## config.mk

```make
export PLATFORM = sky130hd
export DESIGN_NAME = sq4_uniform_vector_encoder
export DESIGN_NICKNAME = d
export VERILOG_FILES = /design/src/rtl/core/sq4_pkg.sv /design/src/rtl/core/sq4_mult.sv /design/src/rtl/core/sq4_pack.sv /design/src/rtl/core/sq4_uniform_vector_encoder.sv
export SDC_FILE = /design/constraint.sdc
export NUM_CORES = 2
export LEC_CHECK = 0
export BUFFER_PORTS_ARGS = -buffer_cell sky130_fd_sc_hd__buf_4
export CAP_MARGIN = 10
export CELL_PAD_IN_SITES_DETAIL_PLACEMENT = 1
export CELL_PAD_IN_SITES_GLOBAL_PLACEMENT = 1
export CORE_ASPECT_RATIO = 1.25
export CORE_UTILIZATION = 30
export CTS_BUF_LIST = sky130_fd_sc_hd__clkbuf_8
export DETAILED_ROUTE_END_ITERATION = 8
export GPL_ROUTABILITY_DRIVEN = 1
export PLACE_DENSITY = 0.54
export SLEW_MARGIN = 15
export SYNTH_ARGS = -nofsm -noshare
export SYNTH_HDL_FRONTEND = slang
export SYNTH_SLANG_ARGS = --single-unit
export TNS_END_PERCENT = 100
```

## constraint.sdc

```tcl
create_clock -name i_clk -period 11.5 [get_ports i_clk]
set_clock_uncertainty 0.15 [all_clocks]
set_input_delay 1.15 -clock i_clk [delete_from_list [all_inputs] [get_ports i_clk]]
set_output_delay 1.15 -clock i_clk [all_outputs]
set_load 0.02 [all_outputs]
```

## src/rtl/core/sq4_pkg.sv

```systemverilog
package sq4_pkg;

    localparam int unsigned MAX_DIM_DEF = 4096;

    localparam int unsigned VALUE_W = 32;
    localparam int unsigned CODE_W  = 4;
    localparam int unsigned BYTE_W  = 8;
    localparam int unsigned IDX_W   = 11;
    localparam int unsigned NORM_W  = 20;
    localparam int unsigned VSUM_W  = 45;
    localparam int unsigned CSUM_W  = 16;

    localparam logic [CODE_W-1:0] CODE_MAX = 4'hF;

    typedef logic [0:0] t_cfg_idx;
    localparam t_cfg_idx CFG_LOWER_BOUND = 1'b0;
    localparam t_cfg_idx CFG_INV_RANGE   = 1'b1;

    // product stage result handed to the packer
    typedef struct packed {
        logic                       zero;   // diff <= 0 or inverse range is zero
        logic                       sat;    // delta reached 1.0
        logic [VALUE_W-1:0]         frac;   // fractional part of delta, Q0.32
        logic signed [VALUE_W-1:0]  value;
        logic                       last;
    } t_prod;

endpackage

```

## src/rtl/core/sq4_mult.sv

```systemverilog
module sq4_mult (
    input  logic                               i_clk,
    input  logic                               i_en,
    input  logic signed [sq4_pkg::VALUE_W-1:0] i_value,
    input  logic                               i_last,
    input  logic signed [sq4_pkg::VALUE_W-1:0] i_lower,
    input  logic [sq4_pkg::VALUE_W-1:0]        i_inv,
    output sq4_pkg::t_prod                     o_prod
);

    logic signed [sq4_pkg::VALUE_W:0]     diff;
    logic [2*sq4_pkg::VALUE_W-1:0]        product;
    sq4_pkg::t_prod                       n_prod;
    sq4_pkg::t_prod                       r_prod;

    always_comb begin
        diff    = {i_value[sq4_pkg::VALUE_W-1], i_value}
                - {i_lower[sq4_pkg::VALUE_W-1], i_lower};
        // a positive diff fits in 32 unsigned bits
        product = (2*sq4_pkg::VALUE_W)'(diff[sq4_pkg::VALUE_W-1:0])
                * (2*sq4_pkg::VALUE_W)'(i_inv);
        n_prod.zero  = diff[sq4_pkg::VALUE_W] || (diff == '0) || (i_inv == '0);
        n_prod.sat   = (product[2*sq4_pkg::VALUE_W-1:sq4_pkg::VALUE_W] != '0);
        n_prod.frac  = product[sq4_pkg::VALUE_W-1:0];
        n_prod.value = i_value;
        n_prod.last  = i_last;
    end

    always_ff @(posedge i_clk) begin
        if (i_en) begin
            r_prod <= n_prod;
        end
    end

    assign o_prod = r_prod;

endmodule

```

## src/rtl/core/sq4_pack.sv

```systemverilog
module sq4_pack #(
    parameter int unsigned MAX_DIM = sq4_pkg::MAX_DIM_DEF
) (
    input  logic                               i_clk,
    input  logic                               i_rst_n,
    input  logic                               i_valid,
    input  sq4_pkg::t_prod                     i_prod,
    input  logic                               i_out_ready,
    output logic                               o_go,
    output logic                               o_out_valid,
    output logic [sq4_pkg::BYTE_W-1:0]         o_code_byte,
    output logic [sq4_pkg::IDX_W-1:0]          o_byte_index,
    output logic [sq4_pkg::NORM_W-1:0]         o_norm,
    output logic signed [sq4_pkg::VSUM_W-1:0]  o_value_sum,
    output logic [sq4_pkg::CSUM_W-1:0]         o_code_sum,
    output logic                               o_last_res
);

    localparam int unsigned CNT_W = $clog2(MAX_DIM + 1);

    logic [CNT_W-1:0]                   r_count;
    logic [sq4_pkg::CODE_W-1:0]         r_pending;
    logic [sq4_pkg::NORM_W-1:0]         r_norm_acc;
    logic signed [sq4_pkg::VSUM_W-1:0]  r_vsum_acc;
    logic [sq4_pkg::CSUM_W-1:0]         r_csum_acc;

    logic                               r_out_valid;
    logic [sq4_pkg::BYTE_W-1:0]         r_code_byte;
    logic [sq4_pkg::IDX_W-1:0]          r_byte_index;
    logic [sq4_pkg::NORM_W-1:0]         r_norm;
    logic signed [sq4_pkg::VSUM_W-1:0]  r_value_sum;
    logic [sq4_pkg::CSUM_W-1:0]         r_code_sum;
    logic                               r_last_res;

    logic [sq4_pkg::VALUE_W+3:0]        scaled;
    logic [sq4_pkg::CODE_W-1:0]         code;
    logic [2*sq4_pkg::CODE_W-1:0]       code_sq;
    logic                               odd;
    logic                               emit;
    logic                               take;
    logic [CNT_W+11:0]                  pos_wide;
    logic [sq4_pkg::NORM_W-1:0]         n_norm_acc;
    logic signed [sq4_pkg::VSUM_W-1:0]  n_vsum_acc;
    logic [sq4_pkg::CSUM_W-1:0]         n_csum_acc;
    logic [sq4_pkg::BYTE_W-1:0]         n_code_byte;

    always_comb begin
        // 15 * frac as (frac << 4) - frac; the code is the integer part
        scaled = {i_prod.frac, 4'b0000} - {4'b0000, i_prod.frac};
        if (i_prod.zero) begin
            code = '0;
        end else if (i_prod.sat) begin
            code = sq4_pkg::CODE_MAX;
        end else begin
            code = scaled[sq4_pkg::VALUE_W+3:sq4_pkg::VALUE_W];
        end
        code_sq = {4'b0000, code} * {4'b0000, code};

        odd  = r_count[0];
        emit = odd || i_prod.last;
        o_go = !i_valid || !emit || !r_out_valid || i_out_ready;
        take = i_valid && o_go;

        pos_wide   = (CNT_W + 12)'(r_count);
        n_norm_acc = r_norm_acc + sq4_pkg::NORM_W'(code_sq);
        n_vsum_acc = r_vsum_acc + sq4_pkg::VSUM_W'(i_prod.value);
        n_csum_acc = r_csum_acc + sq4_pkg::CSUM_W'(code);
        n_code_byte = odd ? {code, r_pending} : {4'b0000, code};
    end

    always_ff @(posedge i_clk) begin
        if (!i_rst_n) begin
            r_count     <= '0;
            r_pending   <= '0;
            r_norm_acc  <= '0;
            r_vsum_acc  <= '0;
            r_csum_acc  <= '0;
            r_out_valid <= 1'b0;
        end else begin
            if (take) begin
                if (i_prod.last) begin
                    r_count    <= '0;
                    r_pending  <= '0;
                    r_norm_acc <= '0;
                    r_vsum_acc <= '0;
                    r_csum_acc <= '0;
                end else begin
                    r_norm_acc <= n_norm_acc;
                    r_vsum_acc <= n_vsum_acc;
                    r_csum_acc <= n_csum_acc;
                    if (!odd) begin
                        r_pending <= code;
                    end
                    // hold the position once the counter saturates
                    if (r_count < CNT_W'(MAX_DIM)) begin
                        r_count <= r_count + CNT_W'(1);
                    end
                end
            end
            if (take && emit) begin
                r_out_valid <= 1'b1;
            end else if (i_out_ready) begin
                r_out_valid <= 1'b0;
            end
        end
    end

    always_ff @(posedge i_clk) begin
        if (take && emit) begin
            r_code_byte  <= n_code_byte;
            r_byte_index <= pos_wide[11:1];
            r_norm       <= i_prod.last ? n_norm_acc : '0;
            r_value_sum  <= i_prod.last ? n_vsum_acc : '0;
            r_code_sum   <= i_prod.last ? n_csum_acc : '0;
            r_last_res   <= i_prod.last;
        end
    end

    assign o_out_valid  = r_out_valid;
    assign o_code_byte  = r_code_byte;
    assign o_byte_index = r_byte_index;
    assign o_norm       = r_norm;
    assign o_value_sum  = r_value_sum;
    assign o_code_sum   = r_code_sum;
    assign o_last_res   = r_last_res;

endmodule

```

## src/rtl/core/sq4_uniform_vector_encoder.sv

```systemverilog
// 4-bit uniform quantizing encoder, one vector element per request.
// Input channel: i_in_valid / o_in_ready carry i_value (signed Q16.16) and
// i_last, which marks the final element of a vector.
// Output channel: o_out_valid / i_out_ready carry one packed byte. Even
// elements land in the low nibble, odd ones in the high nibble; a byte leaves
// after every odd element and after a final even element. The sums o_norm,
// o_value_sum and o_code_sum are non-zero only on the byte with o_last_res.
// Configuration: i_cfg_we writes i_cfg_data to register i_cfg_idx
// (0 lower bound, 1 inverse range); write only while the block is drained.
// A request passes the input register, the product register and the output
// register in that order. Throughput: one request per cycle unless a stalled
// byte holds the pipe; the 32x32 product register sets the depth, and each
// stage advances whenever it is not held.
// Reset (synchronous, active low) clears the configuration, the element
// counter and the running sums, and empties every stage.
// When the receiver stalls, the waiting byte holds; the two earlier stages
// keep filling; o_in_ready drops once both are full and the later one emits.
module sq4_uniform_vector_encoder #(
    parameter int unsigned MAX_DIM = sq4_pkg::MAX_DIM_DEF
) (
    input  logic                               i_clk,
    input  logic                               i_rst_n,
    input  logic                               i_cfg_we,
    input  sq4_pkg::t_cfg_idx                  i_cfg_idx,
    input  logic [sq4_pkg::VALUE_W-1:0]        i_cfg_data,
    input  logic                               i_in_valid,
    output logic                               o_in_ready,
    input  logic signed [sq4_pkg::VALUE_W-1:0] i_value,
    input  logic                               i_last,
    output logic                               o_out_valid,
    input  logic                               i_out_ready,
    output logic [sq4_pkg::BYTE_W-1:0]         o_code_byte,
    output logic [sq4_pkg::IDX_W-1:0]          o_byte_index,
    output logic [sq4_pkg::NORM_W-1:0]         o_norm,
    output logic signed [sq4_pkg::VSUM_W-1:0]  o_value_sum,
    output logic [sq4_pkg::CSUM_W-1:0]         o_code_sum,
    output logic                               o_last_res
);

    logic signed [sq4_pkg::VALUE_W-1:0] r_lower;
    logic [sq4_pkg::VALUE_W-1:0]        r_inv;

    logic                               r_s1_valid;
    logic signed [sq4_pkg::VALUE_W-1:0] r_s1_value;
    logic                               r_s1_last;
    logic                               r_s2_valid;

    logic                               s1_go;
    logic                               s2_go;
    sq4_pkg::t_prod                     prod;

    assign s1_go      = !r_s1_valid || s2_go;
    assign o_in_ready = s1_go;

    always_ff @(posedge i_clk) begin
        if (!i_rst_n) begin
            r_lower <= '0;
            r_inv   <= '0;
        end else if (i_cfg_we) begin
            case (i_cfg_idx)
                sq4_pkg::CFG_LOWER_BOUND: r_lower <= i_cfg_data;
                sq4_pkg::CFG_INV_RANGE:   r_inv   <= i_cfg_data;
                default: ;
            endcase
        end
    end

    always_ff @(posedge i_clk) begin
        if (!i_rst_n) begin
            r_s1_valid <= 1'b0;
            r_s2_valid <= 1'b0;
        end else begin
            if (s1_go) begin
                r_s1_valid <= i_in_valid;
            end
            if (s2_go) begin
                r_s2_valid <= r_s1_valid;
            end
        end
    end

    always_ff @(posedge i_clk) begin
        if (s1_go && i_in_valid) begin
            r_s1_value <= i_value;
            r_s1_last  <= i_last;
        end
    end

    sq4_mult u_mult (
        .i_clk   (i_clk),
        .i_en    (s2_go && r_s1_valid),
        .i_value (r_s1_value),
        .i_last  (r_s1_last),
        .i_lower (r_lower),
        .i_inv   (r_inv),
        .o_prod  (prod)
    );

    sq4_pack #(
        .MAX_DIM (MAX_DIM)
    ) u_pack (
        .i_clk        (i_clk),
        .i_rst_n      (i_rst_n),
        .i_valid      (r_s2_valid),
        .i_prod       (prod),
        .i_out_ready  (i_out_ready),
        .o_go         (s2_go),
        .o_out_valid  (o_out_valid),
        .o_code_byte  (o_code_byte),
        .o_byte_index (o_byte_index),
        .o_norm       (o_norm),
        .o_value_sum  (o_value_sum),
        .o_code_sum   (o_code_sum),
        .o_last_res   (o_last_res)
    );

endmodule

```

==> metrics.md <==
| Metric | Value |
|---|---|
| Final Hold Vio Count | `0` |
| Seq/Total Area, Yosys | `18.3%` |
| Setup Viol. Count Final | `0` |
| Reg area | `9350 um^2` |
| Vias per cell | `4.91` |
| PortBufs | `173` |
| Vias in the first global route | `43200` |
| Lkg Pwr | `23.7 nW` |
| Die Height | `463 um` |
| Cell mode on critical path | `fa_1` |
| Pre-antenna DRT Iters | `5` |
| Root buf cell | `clkbuf_8` |
| Slew @ Worst Pin | `1.22 ns` |
| TritonCTS clock tree | `built` |
| Top layer in use | `met5` |
| Unique cell type count in the Yosys netlist | `72` |
| Synth async-reset ratio | `0%` |
| Routed met1 length | `72000 um` |
| Max Cap Viol | `0` |
| Fmax | `0.0899 GHz` |
| Commonest non-fill, non-tap cell in the layout | `fa_1` |
| Grt total ovfl | `0` |
| PwrDens | `187 nW/um^2` |
| Avg Cell Area, Syn | `9.40 um^2` |
| Post-Syn Nets | `6784` |
| Final ANT Viol Nets | `0` |
| YS warnings | `0` |
| Crit path max fanout | `18` |
| Arrival time worst endpoint | `11.44 ns` |
| Max incr delay on CP | `0.59 ns` |
| Std cell rows | `168` |
| Crit share post-route | `96.7%` |
| Initial Util | `30.3%` |
| Setup ws final | `0.382 ns` |
| Gpl congestion | `0.834` |
| Sink Count | `366` |
| Pre-CTS WS | `0.0647 ns` |
| Clock buffer count from CTS | `69` |
| Worst-Skew Late Latency | `0.76 ns` |
| Clock Tree Buf Depth | `3` |
| Post-synth EDFFs | `201` |
| Total track usage | `19.9%` |
| Vias post-DR | `38000` |
| Status | `finished, final reports clean` |
| Mapped Cells | `5427` |
| CTS clk-pin slew, worst paths | `0.06 ns` |
| Slew headroom | `18.5%` |
| Critical Path Slowest Stage Cell | `a2111oi_1` |
| Crit start category | `register` |
| First-pass GRT wire length | `262000 um` |
| Met2 routed WL | `85900 um` |
| Worst setup EP type | `register` |
| Post-DR wirelength/cell | `21.6 um` |
| Total wire length | `167000 um` |
| Fin. max-slew vios | `0` |
| Largest net degree at the start of global routing | `83` |
| Post-Layout Cell Count | `7737` |
| Crit path kind | `register to register` |
| Fin nets | `6824` |
| Placed cells | `7600` |
| Area of the multi-input gates | `37800 um^2` |
| CP required | `11.82 ns` |
| Initial DRC Count | `1642` |
| DRC errors left | `0` |
| Number of hold buffers added after cts | `0` |
| Fillers | `19300` |
| H-tree depth | `3` |
| Seq cells post-synth | `366` |
| Die width | `371 um` |
| Placeable core area | `168000 um^2` |
| I/O pins | `174` |
| Min-Delay Path Class | `register to register` |
| Overall die area | `172000 um^2` |
| Layout cell share with drive strength beyond 1 | `7.93%` |
| Initial antenna violation count | `9` |
| Area delta synth->final | `10.8%` |
| Commonest non-fill, non-tap cells in the layout | `fa_1, inv_1, nand2_1` |
| Detail Placement HPWL | `136000 um` |
| Met3 routed WL | `4720 um` |
| Most used DFF post-synth | `edfxtp_1` |
| Final worst path period need | `11.12 ns` |
| Peak supply drop | `297 uV` |
| Mapped Area | `51000 um^2` |
metrics by stage:
stage / total power, mW / hold WS [ns] / cell area, um^2 / setup TNS [ns] / util, %
after global placement: 9.34 / 0.273 / 55000 / 0 / 32.6
after CTS: 10.8 / 0.281 / 56300 / 0 / 33.5
final: 10.6 / 0.281 / 56500 / 0 / 33.6
after global routing: 11.7 / 0.291 / 56500 / -0.00336 / 33.6
after detailed placement: 9.34 / 0.267 / 55000 / 0 / 32.6
after floorplan: 6.78 / 0.250 / 51000 / 0 / -
area by class of cell:
type                       instances  area share (%)
inverter                         835            5.55
timing repair buffer             277            3.71
antenna                            5          0.0221
clock inverter                    51           0.596
sequential                       366            16.5
clock buffer                      75            1.83
tap                             2210            4.89
multi-input combinational       3918            66.9
worst max-delay path: cells and delay by family, from the launching register on:
kind	cells	cell delay (ns)
flops	1	0.39
buf+inv	5	0.77
compound gates	8	2.56
simple gates	9	2.16
xor+xnor	1	0.46
fa+ha+maj	11	4.30
Yosys cell counts, types with 21 or more instances:
master    count  share of area (%)
fa_1        902                 35
inv_1       833                6.1
nand2_1     741                5.5
and2_1      523                6.4
ha_1        384                9.4
clkbuf_1    299                2.2
a21oi_1     231                2.3
nor2_1      214                1.6
edfxtp_1    201                 12
dfxtp_1     165                6.5
o21ai_0     121                1.2
xnor2_1      93                1.6
a21o_1       85                1.3
nor2b_1      67               0.82
xor2_1       66                1.1
a22oi_1      52               0.77
and3_1       41               0.50
nand2b_1     38               0.47
nand3_1      38               0.37
nand4_1      38               0.47
nor3_1       26               0.26
a31oi_1      23               0.28
o21a_1       21               0.31
o21bai_1     21               0.31
cells by family after synthesis:
family	after synthesis	synth area share [%]
AND/OR/NAND/NOR	1798	17.4
adder cells (fa/ha/maj)	1286	44.8
buffers and inverters	1143	8.41
AO/OA/AOI/OAI	670	8.30
flip-flops	366	18.3
XOR/XNOR	159	2.73
multiplexers	5	0.101
per-layer routing:
layer  GRT usage (%)  vias up
li1                -    17100
met1            25.3    20000
met2            35.8      621
met3            1.68      195
met4            5.46        4
met5               0        -
repair_timing:
action                                  in CTS  in global routing
gates resized for setup                      0                 19
buffers inserted                             0                  6
endpoints found under the setup margin       0                  1
final timing paths:
path / cells past startpoint / slack [ns] / startpoint / to
hold / removal: 0 / 0.28 / r_s1_last / u_mult.o_prod[0]
setup / recovery: 34 / 0.38 / r_s1_value[0] / u_mult.o_prod[65]
setup reg to reg: 34 / 0.38 / r_s1_value[0] / u_mult.o_prod[65]
hold reg to reg: 0 / 0.28 / r_s1_last / u_mult.o_prod[0]
report_power, final:
group          internal, mW  switching, mW
Combinational          2.87           4.76
Clock                 0.677          0.630
Sequential             1.56         0.0868
Total                  5.10           5.48
flip-flops by register name (all words and copies together) (netlist names), 8 cells and up:
register	count
u_pack.o_norm	20
r_s1_value	32
u_pack.r_csum_acc	16
u_pack.o_byte_index	11
u_pack.o_value_sum	45
u_pack.r_vsum_acc	45
r_inv	32
u_pack.o_code_sum	16
u_mult.o_prod	67
u_pack.r_norm_acc	20
u_pack.r_count	13
u_pack.o_code_byte	8
r_lower	32
No activity file was read; power rests on OpenSTA's default activity.
